<file path="src/hw/rtl/cbvmm_pkg.sv">
// ----------------------------------------------------------------------------
// cbvmm_pkg - shared definitions for the bit-serial crossbar VMM
// Sizes, field widths, action codes, sequencer states and the control
// bundle that the sequencer broadcasts to the column cells.
// ----------------------------------------------------------------------------
package cbvmm_pkg;

    // Array geometry and input precision
    localparam int ROWS       = 64;
    localparam int COLS       = 16;
    localparam int INPUT_BITS = 8;

    // Fixed field widths
    localparam int ROW_W = 6;
    localparam int COL_W = 4;
    localparam int WGT_W = 9;
    localparam int VAL_W = 8;
    localparam int DOT_W = 32;

    // Derived widths
    localparam int ROW_AW = (ROWS > 1) ? $clog2(ROWS) : 1;
    localparam int COL_IW = (COLS > 1) ? $clog2(COLS) : 1;
    localparam int BIT_W  = (INPUT_BITS > 1) ? $clog2(INPUT_BITS) : 1;
    localparam int PART_W = WGT_W + INPUT_BITS;   // one weight times one input
    localparam int ACC_W  = 64;                   // running column sum

    // Action codes
    localparam logic ACT_LOAD    = 1'b0;
    localparam logic ACT_COMPUTE = 1'b1;

    // Weight clamp: the one code below the legal range maps to the minimum
    localparam logic signed [WGT_W-1:0] WGT_RAW_MIN = 9'sh100;
    localparam logic signed [WGT_W-1:0] WGT_MIN     = -9'sd255;

    typedef enum logic [2:0] {
        ST_CLEAR,
        ST_IDLE,
        ST_CALC,
        ST_ACCUM,
        ST_DRAIN
    } state_t;

    typedef struct packed {
        logic                     mem_we;     // weight write
        logic                     mem_all;    // write every column (clear pass)
        logic [ROW_AW-1:0]        mem_addr;   // row for write or read
        logic [COL_W-1:0]         mem_col;    // column for a single write
        logic signed [WGT_W-1:0]  mem_wdata;
        logic                     rd_en;      // fetch weight row
        logic                     step;       // one bit-serial step
        logic                     first;      // first step of an item
        logic                     in_bit;     // input bit of this step
        logic                     accum;      // fold partial into accumulator
        logic                     finish;     // vector done: load drain, clear
        logic                     shift;      // advance the result chain
    } cell_ctrl_t;

endpackage

</file>
<file path="src/hw/rtl/cbvmm_cell.sv">
// ----------------------------------------------------------------------------
// cbvmm_cell - one crossbar column
// Holds the column's weights, forms weight times input bit-serially, keeps
// the running column sum and one stage of the result shift chain.
// ----------------------------------------------------------------------------
module cbvmm_cell (
    input  logic                                   clk,
    input  logic                                   rst_n,
    input  cbvmm_pkg::cell_ctrl_t                  ctrl,
    input  logic                                   wr_sel,
    input  logic signed [cbvmm_pkg::DOT_W-1:0]     shift_in,
    output logic signed [cbvmm_pkg::DOT_W-1:0]     shift_out
);

    localparam int ACC_W = cbvmm_pkg::ACC_W;
    localparam int DOT_W = cbvmm_pkg::DOT_W;
    localparam logic signed [ACC_W-1:0] SAT_HI =
        {{(ACC_W-DOT_W+1){1'b0}}, {(DOT_W-1){1'b1}}};
    localparam logic signed [ACC_W-1:0] SAT_LO =
        {{(ACC_W-DOT_W+1){1'b1}}, {(DOT_W-1){1'b0}}};

    logic signed [cbvmm_pkg::WGT_W-1:0]   mem [cbvmm_pkg::ROWS];
    logic signed [cbvmm_pkg::WGT_W-1:0]   wgt_reg;
    logic signed [cbvmm_pkg::PART_W-1:0]  part_reg, part_next;
    logic signed [ACC_W-1:0]              acc_reg, acc_next;
    logic signed [ACC_W-1:0]              sum;
    logic signed [DOT_W-1:0]              drain_reg, drain_next;
    logic signed [DOT_W-1:0]              sat_sum;

    // weight store, registered read
    always_ff @(posedge clk)
    begin
        if (ctrl.mem_we && (ctrl.mem_all || wr_sel))
        begin
            mem[ctrl.mem_addr] <= ctrl.mem_wdata;
        end
        if (ctrl.rd_en)
        begin
            wgt_reg <= mem[ctrl.mem_addr];
        end
    end

    // MSB-first shift-and-add
    always_comb
    begin
        part_next = part_reg;
        if (ctrl.step)
        begin
            part_next = (ctrl.first ? '0 : (part_reg <<< 1))
                      + (ctrl.in_bit ? cbvmm_pkg::PART_W'(wgt_reg) : '0);
        end
    end

    assign sum = acc_reg + ACC_W'(part_reg);

    always_comb
    begin
        if (sum > SAT_HI)
        begin
            sat_sum = SAT_HI[DOT_W-1:0];
        end
        else if (sum < SAT_LO)
        begin
            sat_sum = SAT_LO[DOT_W-1:0];
        end
        else
        begin
            sat_sum = sum[DOT_W-1:0];
        end
    end

    always_comb
    begin
        acc_next   = acc_reg;
        drain_next = drain_reg;
        if (ctrl.accum)
        begin
            acc_next = ctrl.finish ? '0 : sum;
        end
        if (ctrl.finish)
        begin
            drain_next = sat_sum;
        end
        else if (ctrl.shift)
        begin
            drain_next = shift_in;
        end
    end

    always_ff @(posedge clk or negedge rst_n)
    begin
        if (!rst_n)
        begin
            acc_reg <= '0;
        end
        else
        begin
            acc_reg <= acc_next;
        end
    end

    always_ff @(posedge clk)
    begin
        part_reg  <= part_next;
        drain_reg <= drain_next;
    end

    assign shift_out = drain_reg;

endmodule

</file>
<file path="config.mk">
export PLATFORM = sky130hd
export DESIGN_NAME = cbvmm_cell
export DESIGN_NICKNAME = d
export VERILOG_FILES = /design/src/hw/rtl/cbvmm_pkg.sv /design/src/hw/rtl/cbvmm_cell.sv
export SDC_FILE = /design/constraint.sdc
export NUM_CORES = 1
export LEC_CHECK = 0
export BUFFER_PORTS_ARGS = -buffer_cell sky130_fd_sc_hd__clkbuf_2
export CELL_PAD_IN_SITES_DETAIL_PLACEMENT = 0
export CELL_PAD_IN_SITES_GLOBAL_PLACEMENT = 1
export CORE_MARGIN = 4
export CORE_UTILIZATION = 40
export CTS_CLUSTER_SIZE = 28
export DETAILED_ROUTE_END_ITERATION = 7
export PLACE_DENSITY = 0.63
export SETUP_SLACK_MARGIN = 0.02
export SYNTH_ARGS = -nofsm -noshare
export SYNTH_HDL_FRONTEND = slang
export SYNTH_SLANG_ARGS = --single-unit
</file>
<file path="constraint.sdc">
create_clock -name clk -period 6 [get_ports clk]
set_clock_uncertainty 0.05 [all_clocks]
set_input_delay 1.2 -clock clk [delete_from_list [all_inputs] [get_ports clk]]
set_output_delay 1.2 -clock clk [all_outputs]
set_load 0.02 [all_outputs]
</file>
==> metrics.csv <==
metric,value,unit
Longest Clk Path Bufs,3,
global-route usage over all layers,0.202,
most frequent cells in the layout,"edfxtp_1, a22oi_1, nor2_1, nand2_1, a22o_1",
status,finished clean,
I/O pin count,95,
clock latency at the later pin of the worst-skew pair,0.63,ns
post-DP HPWL,52.0,mm
Die Ht,286,um
vias in the first global route,20000,
fin util,0.459,
Via Count,20000,
Post-synth EDFFs,634,
Max Cap Violations,0,
Mapped Cells,2221,
Avg Inst Size Synth,13.9,um2
worst-margin pin slew,1.28,ns
"Top FF cell, synth",edfxtp_1,
RePlAce Congestion,0.828,
top post-synthesis cells by area,"edfxtp_1, dfrtp_1, a22oi_1, ha_1, a22o_1",
DR iter-0 viols,1732,
Layout area overhead,13.4,%
Wirelength per Cell,24.8,um
crit path launch type,flop,
RSZ-0062 raised after global routing,false,
"Warnings, synthesis",0,
Die Footprint,81600,um2
n_diodes,0,
worst path required time,6.27,ns
peak supply drop,0.295,mV
DP Cell Count,3267,
post-synthesis sequential area ratio,0.669,
GRT overflow,0,
final hold violations,0,
final WL,84.3,mm
Die Span X,286,um
crit share post-route,0.920,
crit path kind,flop to flop,
synthesized area,30800,um2
clk sinks,698,
clock root cell,clkbuf_16,
final setup violation count,0,
power density cells,422,nW/um2
Num CTS Buffers,74,
Fmax achieved,0.181,GHz
DRT antenna net count,0,
global-route wire length before repair,127,mm
post-synth top area share,0.617,
"Setup Fix Bufs, Post-CTS",0,
Final min period,5.52,ns
DRC viols,0,
vias per std cell,5.89,
core area,76200,um2
crit-path max FO,31,
Pre-antenna DRT Iters,5,
Leakage,11.8,nW
"Reg clk slew, reported paths",0.05,ns
"most common cell after layout, fill and taps aside",edfxtp_1,
largest net degree at the start of global routing,74,
row count,101,
"area leader, netlist",edfxtp_1,
post-synthesis register bit count,698,
max_slew headroom,0.145,
fin cells,3399,
syn nets,2364,
post-synthesis cell type count,86,
Post-CTS Hold Buffers,0,
Setup TNS,0,ns
Post-CTS Resized,0,
post-synthesis async set-or-reset flop share,0.0917,
H-tree levels,3,
Critical Path End Type,flop,
CTS tree,yes,
starting density of the core,0.405,
share of layout cells above drive strength 1,0.135,
initial antenna violation count,0,
Nets,2456,
max-slew violations,0,
I/O Buffers,90,
"Data arrival, critical path",5.78,ns
Hold/Removal Path Class,flop to flop,
dpl cell area,32500,um2
final instance area,35000,um2
max FFs per register,576,
-- cells in the mapped netlist, drive strengths merged, types with 8 or more instances --
cell type and count:
a21o 23, nor2 163, dfrtp 64, nand4 38, nand3 17, buf 36
o22ai 35, or3 8, o21a 12, o21ai 98, nor2b 19, nand2 106
clkbuf 89, o21bai 14, nor3 22, ha 78, a31oi 70, a22o 102
xnor2 40, nor4 23, o211ai 9, inv 25, a22oi 166, a21oi 102
a221oi 65, o2bb2ai 22, edfxtp 634, and2 15, xor2 26, a211oi 13
-- path summary, 6_finish.rpt --
path,end,cells past startpoint,startpoint,slack [ns]
min reg2reg,acc_reg[55],1,acc_reg[55],0.44
max in group asynchronous,acc_reg[25],2,rst_n,4.57
min,acc_reg[55],1,acc_reg[55],0.44
max reg2reg,shift_out[24],15,part_reg[16],0.48
min in group asynchronous,acc_reg[58],2,rst_n,0.73
max,shift_out[24],15,part_reg[16],0.48
-- per-stage QoR --
step                worst slack [ns]  hold slack, ns  power (mW)
floorplan                      0.904           0.409        9.03
global placement               0.597           0.431        10.2
detailed placement             0.565           0.428        10.2
CTS                            0.510           0.444        14.8
global route                   0.264           0.455        15.5
finish                         0.483           0.438        14.8
-- layer usage --
layer,GRT usage,share of wire,vias up
li1,-,-,9148
met1,0.276,0.43,10100
met2,0.343,0.49,675
met3,0.0245,0.055,133
met4,0.0578,0.027,0
met5,0,0,-
-- critical path, stage by stage (launching register included) --
cell	delay [ns]
edfxtp_1	0.87
buf_4	0.34
ha_1	0.33
nand2_1	0.16
nor2_1	0.33
nand3_1	0.22
and3_1	0.26
o21a_1	0.23
nor4b_2	0.58
o31ai_1	0.21
a2111oi_2	0.32
nand4_1	0.14
or4_4	0.46
o31ai_4	0.30
buf_12	0.25
o22ai_2	0.12
-- area by class of cell --
class	count	area, um2
tap	1030	1290
timing repair buffer	143	923
clock buffer	90	1910
clock inverter	42	542
sequential	698	20600
multi-input combinational	1371	9580
fill	6708	41200
inverter	25	93.8
-- report_power, final --
part           switching [mW]  total (mW)  internal, mW
clock                    1.93        4.61          2.69
combinational            2.71        4.26          1.55
sequential              0.174        5.87          5.70
-- logic make-up (layout without fill, tap and decap cells) --
| family | Yosys count | in the layout | synth area share |
|---|---|---|---|
| AOI/OAI and AO/OA | 773 | 773 | 0.187 |
| DFF | 698 | 698 | 0.669 |
| and+or+nand+nor | 451 | 451 | 0.0705 |
| buffers and inverters | 152 | 300 | 0.0214 |
| adders and majority gates | 80 | 80 | 0.0329 |
| xor gates and xnor gates | 66 | 66 | 0.0187 |
| muxes | 1 | 1 | 0.000325 |
No activity file was read; power rests on OpenSTA's default activity.
