$ cat src/hw/rtl/cbvmm_pkg.sv
// ----------------------------------------------------------------------------
// cbvmm_pkg - shared definitions for the bit-serial crossbar VMM
// Sizes, field widths, action codes, sequencer states and the control
// bundle that the sequencer broadcasts to the column cells.
// ----------------------------------------------------------------------------
package cbvmm_pkg;

    // Array geometry and input precision
    localparam int ROWS       = 64;
    localparam int COLS       = 16;
    localparam int INPUT_BITS = 8;

    // Fixed field widths
    localparam int ROW_W = 6;
    localparam int COL_W = 4;
    localparam int WGT_W = 9;
    localparam int VAL_W = 8;
    localparam int DOT_W = 32;

    // Derived widths
    localparam int ROW_AW = (ROWS > 1) ? $clog2(ROWS) : 1;
    localparam int COL_IW = (COLS > 1) ? $clog2(COLS) : 1;
    localparam int BIT_W  = (INPUT_BITS > 1) ? $clog2(INPUT_BITS) : 1;
    localparam int PART_W = WGT_W + INPUT_BITS;   // one weight times one input
    localparam int ACC_W  = 64;                   // running column sum

    // Action codes
    localparam logic ACT_LOAD    = 1'b0;
    localparam logic ACT_COMPUTE = 1'b1;

    // Weight clamp: the one code below the legal range maps to the minimum
    localparam logic signed [WGT_W-1:0] WGT_RAW_MIN = 9'sh100;
    localparam logic signed [WGT_W-1:0] WGT_MIN     = -9'sd255;

    typedef enum logic [2:0] {
        ST_CLEAR,
        ST_IDLE,
        ST_CALC,
        ST_ACCUM,
        ST_DRAIN
    } state_t;

    typedef struct packed {
        logic                     mem_we;     // weight write
        logic                     mem_all;    // write every column (clear pass)
        logic [ROW_AW-1:0]        mem_addr;   // row for write or read
        logic [COL_W-1:0]         mem_col;    // column for a single write
        logic signed [WGT_W-1:0]  mem_wdata;
        logic                     rd_en;      // fetch weight row
        logic                     step;       // one bit-serial step
        logic                     first;      // first step of an item
        logic                     in_bit;     // input bit of this step
        logic                     accum;      // fold partial into accumulator
        logic                     finish;     // vector done: load drain, clear
        logic                     shift;      // advance the result chain
    } cell_ctrl_t;

endpackage

$ cat src/hw/rtl/cbvmm_seq.sv
// ----------------------------------------------------------------------------
// cbvmm_seq - request sequencer
// Clears the weight store after reset, accepts load and compute requests,
// steps the input bits MSB first and counts the column results out.
// ----------------------------------------------------------------------------
module cbvmm_seq (
    input  logic                                      clk,
    input  logic                                      rst_n,
    input  logic                                      in_valid,
    output logic                                      in_ready,
    input  logic                                      action,
    input  logic [cbvmm_pkg::ROW_W-1:0]               row,
    input  logic [cbvmm_pkg::COL_W-1:0]               col,
    input  logic signed [cbvmm_pkg::WGT_W-1:0]        weight,
    input  logic [cbvmm_pkg::VAL_W-1:0]               value,
    input  logic                                      last,
    output logic                                      out_valid,
    input  logic                                      out_ready,
    output logic [cbvmm_pkg::COL_W-1:0]               column,
    output logic                                      last_column,
    output cbvmm_pkg::cell_ctrl_t                     ctrl
);

    cbvmm_pkg::state_t                       state_reg, state_next;
    logic [cbvmm_pkg::ROW_AW-1:0]            clr_cnt_reg, clr_cnt_next;
    logic [cbvmm_pkg::BIT_W-1:0]             bit_cnt_reg, bit_cnt_next;
    logic [cbvmm_pkg::COL_IW-1:0]            col_cnt_reg, col_cnt_next;
    logic [cbvmm_pkg::INPUT_BITS-1:0]        value_reg, value_next;
    logic                                    last_reg, last_next;

    logic                                    row_ok;
    logic                                    col_ok;
    logic signed [cbvmm_pkg::WGT_W-1:0]      wgt_clamped;

    assign row_ok = (32'(row) < 32'(cbvmm_pkg::ROWS));
    assign col_ok = (32'(col) < 32'(cbvmm_pkg::COLS));
    assign wgt_clamped = (weight == cbvmm_pkg::WGT_RAW_MIN) ? cbvmm_pkg::WGT_MIN : weight;

    assign column      = cbvmm_pkg::COL_W'(col_cnt_reg);
    assign last_column = (32'(col_cnt_reg) == 32'(cbvmm_pkg::COLS - 1));

    always_ff @(posedge clk or negedge rst_n)
    begin
        if (!rst_n)
        begin
            state_reg   <= cbvmm_pkg::ST_CLEAR;
            clr_cnt_reg <= '0;
            bit_cnt_reg <= '0;
            col_cnt_reg <= '0;
            last_reg    <= 1'b0;
        end
        else
        begin
            state_reg   <= state_next;
            clr_cnt_reg <= clr_cnt_next;
            bit_cnt_reg <= bit_cnt_next;
            col_cnt_reg <= col_cnt_next;
            last_reg    <= last_next;
        end
    end

    always_ff @(posedge clk)
    begin
        value_reg <= value_next;
    end

    always_comb
    begin
        state_next   = state_reg;
        clr_cnt_next = clr_cnt_reg;
        bit_cnt_next = bit_cnt_reg;
        col_cnt_next = col_cnt_reg;
        value_next   = value_reg;
        last_next    = last_reg;
        in_ready     = 1'b0;
        out_valid    = 1'b0;
        ctrl         = '0;

        case (state_reg)
            cbvmm_pkg::ST_CLEAR:
            begin
                // one weight row of every column per cycle
                ctrl.mem_we   = 1'b1;
                ctrl.mem_all  = 1'b1;
                ctrl.mem_addr = clr_cnt_reg;
                if (32'(clr_cnt_reg) == 32'(cbvmm_pkg::ROWS - 1))
                begin
                    state_next = cbvmm_pkg::ST_IDLE;
                end
                else
                begin
                    clr_cnt_next = clr_cnt_reg + 1'b1;
                end
            end

            cbvmm_pkg::ST_IDLE:
            begin
                in_ready      = 1'b1;
                ctrl.mem_addr = cbvmm_pkg::ROW_AW'(row);
                ctrl.mem_col  = col;
                ctrl.mem_wdata = wgt_clamped;
                if (in_valid)
                begin
                    if (action == cbvmm_pkg::ACT_LOAD)
                    begin
                        ctrl.mem_we = row_ok && col_ok;
                    end
                    else
                    begin
                        ctrl.rd_en   = 1'b1;
                        // an absent row contributes nothing
                        value_next   = row_ok ? cbvmm_pkg::INPUT_BITS'(value) : '0;
                        last_next    = last;
                        bit_cnt_next = cbvmm_pkg::BIT_W'(cbvmm_pkg::INPUT_BITS - 1);
                        state_next   = cbvmm_pkg::ST_CALC;
                    end
                end
            end

            cbvmm_pkg::ST_CALC:
            begin
                ctrl.step   = 1'b1;
                ctrl.first  = (32'(bit_cnt_reg) == 32'(cbvmm_pkg::INPUT_BITS - 1));
                ctrl.in_bit = value_reg[bit_cnt_reg];
                if (bit_cnt_reg == '0)
                begin
                    state_next = cbvmm_pkg::ST_ACCUM;
                end
                else
                begin
                    bit_cnt_next = bit_cnt_reg - 1'b1;
                end
            end

            cbvmm_pkg::ST_ACCUM:
            begin
                ctrl.accum  = 1'b1;
                ctrl.finish = last_reg;
                if (last_reg)
                begin
                    col_cnt_next = '0;
                    state_next   = cbvmm_pkg::ST_DRAIN;
                end
                else
                begin
                    state_next = cbvmm_pkg::ST_IDLE;
                end
            end

            cbvmm_pkg::ST_DRAIN:
            begin
                out_valid = 1'b1;
                if (out_ready)
                begin
                    ctrl.shift = 1'b1;
                    if (last_column)
                    begin
                        state_next = cbvmm_pkg::ST_IDLE;
                    end
                    else
                    begin
                        col_cnt_next = col_cnt_reg + 1'b1;
                    end
                end
            end

            default:
            begin
                state_next = cbvmm_pkg::ST_IDLE;
            end
        endcase
    end

endmodule

$ cat config.mk
export PLATFORM = sky130hd
export DESIGN_NAME = cbvmm_seq
export DESIGN_NICKNAME = d
export VERILOG_FILES = /design/src/hw/rtl/cbvmm_pkg.sv /design/src/hw/rtl/cbvmm_seq.sv
export SDC_FILE = /design/constraint.sdc
export NUM_CORES = 1
export LEC_CHECK = 0
export ABC_AREA = 1
export BUFFER_PORTS_ARGS = -buffer_cell sky130_fd_sc_hd__buf_2
export CAP_MARGIN = 20
export CORE_MARGIN = 2
export CORE_UTILIZATION = 25
export CTS_BUF_LIST = sky130_fd_sc_hd__clkbuf_4
export CTS_CLUSTER_SIZE = 14
export DETAILED_ROUTE_END_ITERATION = 10
export PLACE_DENSITY = 0.52
export SYNTH_ARGS = -nofsm -noshare
export SYNTH_HDL_FRONTEND = slang
export SYNTH_SLANG_ARGS = --single-unit
export TNS_END_PERCENT = 100
$ cat constraint.sdc
create_clock -name clk -period 1.6 [get_ports clk]
set_input_delay 0.16 -clock clk [delete_from_list [all_inputs] [get_ports clk]]
set_output_delay 0.16 -clock clk [all_outputs]
set_load 0.02 [all_outputs]
==> results.md, run 1 <==
* Violated checks: negative setup slack
* CP bufs+invs at 3
* DR iter-0 viols at between 50 and 60
* Clk sinks at 25
* Post-layout util at 0.396
* # IOs at 68
* Power per cell area at ~1900 nW/um2
* Least-Margin Pin Slew at roughly 400 ps
* Slowest CP cell: dfrtp_1
* Post-route setup slack at -67.5 ps
* Clock Latency Late Sink at 350 ps
* Ys flop type: dfrtp_1
* Critical path type: reg2out
* Endpoints failing setup at 18
* #FFs+latches synth at 25
* TritonCTS Buffers at 3
* Worst EP required at roughly 1400 ps
* Std-Cell Rows at 28
* Maximum VDD drop at 0.751 mV
* Total GRT Usage at 0.129
* DP Worst Slack at about 170 ps
* Placer Congestion at 0.750
* DIE HEIGHT at about 82 um
* Largest net degree at the start of global routing at 18
* Final Cycle Share at 1.04
* Die span in x at roughly 82 um
* Mapped Cells at 204
* Outcome: finished, violations left
* Critical path cell sequence: inv_2 -> nand2_4 -> nor2_4 -> buf_12 -> nand2_2 -> o21ai_1 -> buf_4
* Worst-path fanout max at 5
* Met1 WL at between 1.5 and 2 mm
* Commonest cells after routing, fill and taps aside: buf_2 (49), nand2_1 (48), inv_1 (26), nor2_1 (25), buf_4 (24)
* Max_cap viols at 0
* Ant. Diodes at 0
* Vias in the first global route at about 1500
* Mapped Nets at between 200 and 250
* Initial antenna violation count at 0
* Routed WL per cell at roughly 11 um
* Hold Crit Class: in2reg
* Syn Area/Cell at between 7 and 8 um2
* Final hold violation count at 0
* Vias per cell at 4.26
* Initial Util at 0.256
* Core footprint at between 5000 and 6000 um2
* HPWL after DPL at 2.97 mm
* Routed vias at around 1600
* Die area at 6670 um2
* Arrival time worst endpoint at 1510 ps
* RSZ-0062 raised after global routing: true
* ANT nets after route at 0
* Remaining Overflow, GRT at 0
* Clock skew at between 30 and 40 ps
* Rel. slew slack at 0.733
* Area Overhead vs Synth at 54.5%
* Total Wirelength at roughly 4 mm
* Ys async rst share at 0.680
* Clock transition at the registers of the reported paths at approximately 170 ps
* Startpoint Class: flip-flop
* Synthesized cell area at approximately 1500 um2
* Layout cell share with drive strength beyond 1 at 0.418
* Final net count at 336
* Fin Hold WS at between 15 and 20 ps
* Minimum clock period at roughly 1700 ps
* Clk root buf: clkbuf_4
* Max Used Layer: met4
* CP Capture Type: output pin
* Met2 wire len at 2.11 mm
* Drt drc at 0
* Design area at approximately 2300 um2
* Delay-heaviest family, CP: flip-flops
* H-tree depth at 1
* Commonest non-fill, non-tap cell in the layout: buf_2
* CTS tree: yes
* R2R setup slack at roughly 110 ps
* Crit path largest cell delay at roughly 420 ps
* Leakage at around 0.0013 uW
* Sequential share of the synthesized area at 0.441
* First-pass GRT wire length at roughly 6.7 mm
* Distinct cells, synth at 23
* Fin. max-slew vios at 0
* Number of synthesized flops with an enable pin at 8
* Maximum clock frequency at 600 MHz
* Max reg flops at 8
* Placed cell areas at between 1500 and 2000 um2
* DR WL met3 at approximately 200 um
* Port Buffers at between 60 and 70
* Synth Warn # at 0
* DRT Pass-1 Iters at 4
* Clk buf depth at 2
[per-stage QoR]
stage	instances	setup TNS (ps)	power, uW
after CTS	370	-440	4160
after global routing	372	-2770	4800
after detailed placement	346	0	3350
after global placement	346	0	3330
after floorplan	204	0	2640
final	372	-402	4400
[final cells by class]
type                            count  area, um2
Clock buffer                        3       22.5
Clock inverter                      1       6.26
Tap cell                           75       93.8
Fill cell                         644       3550
Multi-Input combinational cell    142        776
Sequential cell                    25        671
Timing Repair Buffer               91        626
Inverter                           35        136
[power breakdown]
part | switching (uW) | internal [uW] | total [uW]
Combinational | 1710 | 1240 | 2950
Sequential | 240 | 885 | 1120
Clock | 220 | 97.6 | 317
[cell families after synthesis]
family / count (synthesis) / synth area share
simple gates: 113 / 0.323
xor+xnor: 6 / 0.0348
mux: 1 / 0.00663
compound gates: 17 / 0.0605
flops: 25 / 0.441
fa+ha+maj: 5 / 0.0415
buf+inv: 37 / 0.0929
[layer usage]
layer	vias up	global-route usage
met5	-	0
met4	0	0.0200
met3	2	0.0286
met2	39	0.245
met1	724	0.150
li1	820	-
[worst min-delay path: stages]
cell and delay (ps):
buf_2 80, nand2_1 40, o21ai_0 70
[cell usage after synthesis (2+ instances only)]
cell,instances,area (um2)
a21oi_1,3,15.0
dfrtp_1,17,425
edfxtp_1,8,240
ha_1,5,62.6
inv_1,30,113
inv_2,5,18.8
nand2_1,56,210
nand2_2,5,31.3
nand3_1,18,90.1
nand3_2,2,20.0
nor2_1,28,105
nor2_2,2,12.5
o21ai_0,11,55.1
xnor2_1,2,17.5
xor2_1,4,35.0
[timing repair]
action / CTS / global route
gates resized for setup: 33 / 34
endpoints found under the setup margin: 25 / 32
hold endpoints to repair: 25 / 0
setup buffers: 11 / 2
pin swaps: 3 / 8
hold buffers: 9 / 0
[final timing paths]
kind | startpoint | end | cells past startpoint
min reg2reg | column[0] | column[0] | 1
min in group asynchronous | rst_n | clr_cnt_reg[4] | 2
max | state_reg[2] | ctrl[27] | 7
min | last | last_reg | 3
max in group asynchronous | rst_n | bit_cnt_reg[1] | 2
max reg2reg | state_reg[2] | bit_cnt_reg[1] | 12
Power figures use the tool's default switching activity.
==> inputs of run 2 (changes only) <==
BUFFER_PORTS_ARGS = -buffer_cell sky130_fd_sc_hd__clkbuf_2   (was -buffer_cell sky130_fd_sc_hd__buf_2)
MAX_ROUTING_LAYER = met4   (was not set)
==> results.md, run 2 (synthesized netlist as in run 1, its figures left out) <==
* Max_cap viols at 0
* Commonest non-fill, non-tap cell in the layout: nand2_1
* Final Cycle Share at 1.02
* Routed vias at ~1600
* Placer Congestion at about 0.7
* Worst-path fanout max at 5
* Critical path cell sequence: inv_4 -> nand2_4 -> nor2_4 -> buf_6 -> nand2_1 -> o21ai_1 -> buf_4
* R2R setup slack at ~100 ps
* Port Buffers at 67
* Final net count at 345
* Slowest CP cell: dfrtp_1
* Power per cell area at 1880 nW/um2
* Critical path type: reg2out
* Hold Path Cell Cnt at 3
* Total GRT Usage at 0.128
* Endpoints failing setup at 4
* Post-route setup slack at -38.4 ps
* Clk sinks at 25
* Post-layout util at 0.413
* TritonCTS Buffers at 3
* Startpoint Class: flip-flop
* DRT Pass-1 Iters at 3
* Clock transition at the registers of the reported paths at around 140 ps
* RSZ-0062 raised after global routing: true
* CTS tree: yes
* Delay-heaviest family, CP: flip-flops
* Crit path largest cell delay at around 430 ps
* First-pass GRT wire length at around 6.4 mm
* Clock Latency Late Sink at approximately 320 ps
* Outcome: finished, violations left
* Path depth of the worst reg2reg path at 12
* Clk root buf: clkbuf_4
* Register area at 671 um2
* Final hold violation count at 0
* Fin Setup TNS at -138 ps
* Vias per cell at roughly 4.1
* Area occupied by multi-input gates at a little under 800 um2
* Ant. Diodes at 0
* Commonest cells after routing, fill and taps aside: nand2_1 (48), clkbuf_2 (41), buf_4 (34), inv_1 (26), nor2_1 (25)
* Critical Path Stages at 7
* Rel. slew slack at 0.704
* Worst EP required at ~1400 ps
* Layout cell share with drive strength beyond 1 at 0.438
* Fin. max-slew vios at 0
* Hold Crit Class: in2reg
* DP Worst Slack at between 150 and 200 ps
* Leakage at between 0.001 and 0.0015 uW
* Maximum VDD drop at between 0.7 and 0.8 mV
* HPWL after DPL at between 2 and 3 mm
* # IOs at 68
* Clk buf depth at 2
* Maximum clock frequency at ~600 MHz
* Largest net degree at the start of global routing at 18
* Core footprint at between 5000 and 6000 um2
* Initial Util at 0.256
* Std-Cell Rows at 28
* ANT nets after route at 0
* Initial antenna violation count at 0
* Drt drc at 0
* Max reg flops at 8
* Die area at between 6000 and 7000 um2
* Arrival time worst endpoint at 1480 ps
* Routed WL per cell at roughly 11 um
* CP bufs+invs at 3
* Placed cell areas at roughly 1900 um2
* Clock skew at between 7 and 8 ps
* H-tree depth at 1
* Die span in x at 81.7 um
* Vias in the first global route at roughly 1400
* Fillers at about 620
* Area Overhead vs Synth at 61.0%
* Least-Margin Pin Slew at 444 ps
* Design area at approximately 2400 um2
* DR iter-0 viols at 42
* DIE HEIGHT at 81.7 um
* CP Capture Type: output pin
* Total Wirelength at 4.01 mm
* Minimum clock period at about 1600 ps
* Violated checks: negative setup slack
* Remaining Overflow, GRT at 0
==> run 2: changes by cell type in the layout (fill, tap and decap cells not counted), moves of 2 or more <==
| cell | delta |
|---|---|
| buf_2 | -46 |
| clkbuf_2 | +41 |
| buf_4 | +10 |
| buf_6 | +5 |
| nand2_2 | +2 |
| nand2_4 | -2 |
==> run 2: per-stage QoR <==
stage	hold WS (ps)	total power, uW	instances
after CTS	38.6	4110	375
after global placement	131	3330	346
after global routing	54.3	4980	381
final	53.0	4570	381
after detailed placement	137	3340	346
after floorplan	-136	2640	204
==> run 2: layout make-up <==
cell class | count | share of cell area
flip-flops and latches | 25 | 0.276
well taps | 75 | 0.0386
inverters | 35 | 0.0572
multi-input cells | 142 | 0.323
clock buffers | 4 | 0.0124
repair buffers | 100 | 0.293
==> run 2: what timing repair did <==
item | 4_1_cts | 5_1_grt
gates cloned | 0 | 0
setup buffers | 16 | 6
gates resized for setup | 20 | 84
hold buffers | 9 | 0
pin swaps | 1 | 10
hold endpoints to repair | 25 | 0
setup endpoints to repair | 24 | 31
==> run 2: tightest hold or removal path, cell delays in order <==
cell      delay, ps
clkbuf_2         80
nand2_1          40
o21ai_0          60
==> run 2: final timing paths <==
| path | end | start |
|---|---|---|
| worst max-delay path | ctrl[23] | state_reg[2] |
| worst min-delay path | last_reg | last |
| worst max register to register | bit_cnt_reg[2] | state_reg[2] |
| worst min register to register | clr_cnt_reg[2] | clr_cnt_reg[2] |
| max in group asynchronous | state_reg[0] | rst_n |
| min in group asynchronous | clr_cnt_reg[2] | rst_n |
==> run 2: power breakdown <==
group | total [uW] | internal (uW) | switching [uW]
Clock | 303 | 114 | 189
Combinational | 3150 | 1390 | 1760
Sequential | 1120 | 886 | 237
==> run 2: per-layer routing <==
| metal | global-route usage | vias to the layer above | share of wire |
|---|---|---|---|
| met2 | 0.236 | 34 | 0.53 |
| met4 | 0.0350 | 0 | 0.0045 |
| met3 | 0.0220 | 2 | 0.049 |
| li1 | - | 834 | - |
| met5 | - | - | 0 |
| met1 | 0.142 | 710 | 0.42 |
==> inputs of run 3 (changes only) <==
CORE_UTILIZATION = 48   (was 25)
PLACE_DENSITY = 0.85   (was 0.52)
==> results.md, run 3 (synthesized netlist as in run 1, its figures left out) <==
* Std-Cell Rows at 20
* Final Cycle Share at 1.06
* Power per cell area at 1960 nW/um2
* Leakage at about 0.0013 uW
* Total Wirelength at roughly 3.8 mm
* ANT nets after route at 0
* Endpoints failing setup at 9
* Placer Congestion at slightly below 0.8
* Area Overhead vs Synth at 52.9%
* Routed vias at roughly 1600
* Arrival time worst endpoint at roughly 1500 ps
* Post-Layout Cell Count at 341
* Post-layout util at 0.762
* HPWL after DPL at around 2.5 mm
* Violated checks: negative setup slack
* Vias in the first global route at ~1300
* Clock skew at 11.1 ps
* Clk root buf: clkbuf_4
* Vias per cell at 4.77
* Hold Path Cell Cnt at 1
* RR Endpoint: bit_cnt_reg[1]
* Hold Crit Class: in2reg
* Minimum clock period at between 1500 and 2000 ps
* Max reg flops at 8
* Drt drc at 0
* Final hold violation count at 0
* Initial antenna violation count at 0
* DR iter-0 viols at 55
* Worst EP required at 1440 ps
* Path depth of the worst reg2reg path at 12
* DRT Pass-1 Iters at 4
* Critical path type: reg2out
* Fillers at approximately 220
* Area occupied by multi-input gates at around 800 um2
* Design area at 2310 um2
* Placed cell areas at 1910 um2
* Remaining Overflow, GRT at 0
* Initial Util at 0.498
* Ant. Diodes at 0
* Port Buffers at between 60 and 70
* Outcome: finished, violations left
* H-tree depth at 1
* Clock Latency Late Sink at between 300 and 400 ps
* Hold Path End: value_reg[0]
* Maximum VDD drop at 1.15 mV
* Layout cell share with drive strength beyond 1 at 0.438
* Clock transition at the registers of the reported paths at ~130 ps
* Clk sinks at 25
* Largest net degree at the start of global routing at 18
* Max_cap viols at 0
* RSZ-0062 raised after global routing: true
* Worst-path fanout max at 4
* Die span in x at roughly 60 um
* Commonest cells after routing, fill and taps aside: nand2_1 (50), clkbuf_2 (46), inv_1 (29), buf_4 (28), nand3_1 (17)
* # IOs at 68
* CP Capture Type: output pin
* Hold Crit Start: value[0]
* Worst R2R Start: state_reg[0]
* Register area at about 670 um2
* Commonest non-fill, non-tap cell in the layout: nand2_1
* Clk buf depth at 2
* Routed WL per cell at around 11 um
* DIE HEIGHT at approximately 60 um
* Total GRT Usage at 0.208
* TritonCTS Buffers at 3
* Maximum clock frequency at about 590 MHz
* Placed Cells incl. Taps at roughly 320
* Die area at approximately 3600 um2
* First-pass GRT wire length at about 5.5 mm
* CTS tree: yes
* Fin Hold WS at 10.1 ps
* R2R setup slack at about 50 ps
* Post-route setup slack at -94.8 ps
* Core footprint at 3030 um2
* Fin. max-slew vios at 0
* Rel. slew slack at 0.705
* Least-Margin Pin Slew at 442 ps
* Startpoint Class: flip-flop
* Final net count at roughly 340
==> run 3: area by class of cell <==
class,instances,area share
Tap cell,44,0.0239
Clock buffer,4,0.0130
Multi-Input combinational cell,142,0.342
Inverter,35,0.0602
Timing Repair Buffer,91,0.272
Sequential cell,25,0.289
==> run 3: what timing repair did <==
item,in CTS,in global routing
gates resized for setup,26,67
setup endpoints to repair,22,26
cloned,0,1
setup buffers,8,7
endpoints found under the hold margin,17,4
hold buffers,1,4
pin swaps,2,3
==> run 3: where the power goes <==
group / total [uW] / switching, uW / internal (uW)
Combinational: 3110 / 1790 / 1330
Sequential: 1090 / 215 / 878
Clock: 307 / 193 / 115
Total: 4510 / 2190 / 2320
==> run 3: critical path, stage by stage, from the launching register on <==
cell      delay (ps)
dfrtp_1          460
buf_6            150
nand2_4           90
nor2_4            50
buf_6            120
a22o_1           210
clkbuf_8         150
==> run 3: metrics by stage <==
step                      TNS [ps]  setup slack (ps)  power (uW)
after floorplan                  0              75.1        2640
after global placement           0               218        3250
after detailed placement         0               205        3300
after CTS                     -830             -63.1        3960
after global routing         -1660              -143        4840
final                         -436             -94.8        4510
==> run 3: worst max path at each step <==
stage	from	endpoint	slack [ps]	cells past startpoint
6_report	state_reg[0]	ctrl[21]	-90	6
5_1_grt	state_reg[0]	ctrl[21]	-140	6
4_1_cts	state_reg[2]	ctrl[22]	-60	7
3_5_place_dp	state_reg[2]	ctrl[27]	200	6
3_3_place_gp	clr_cnt_reg[1]	clr_cnt_reg[2]	220	8
2_1_floorplan	state_reg[2]	ctrl[27]	80	5
==> run 3: per-layer routing <==
layer | GRT usage | vias up | wire, um | part of all wire
met5 | - | - | 0 | 0
met4 | 0.0381 | 0 | 36 | 0.0094
met3 | 0.0433 | 6 | 214 | 0.056
met2 | 0.357 | 62 | 1920 | 0.50
met1 | 0.253 | 736 | 1650 | 0.43
li1 | - | 822 | - | -
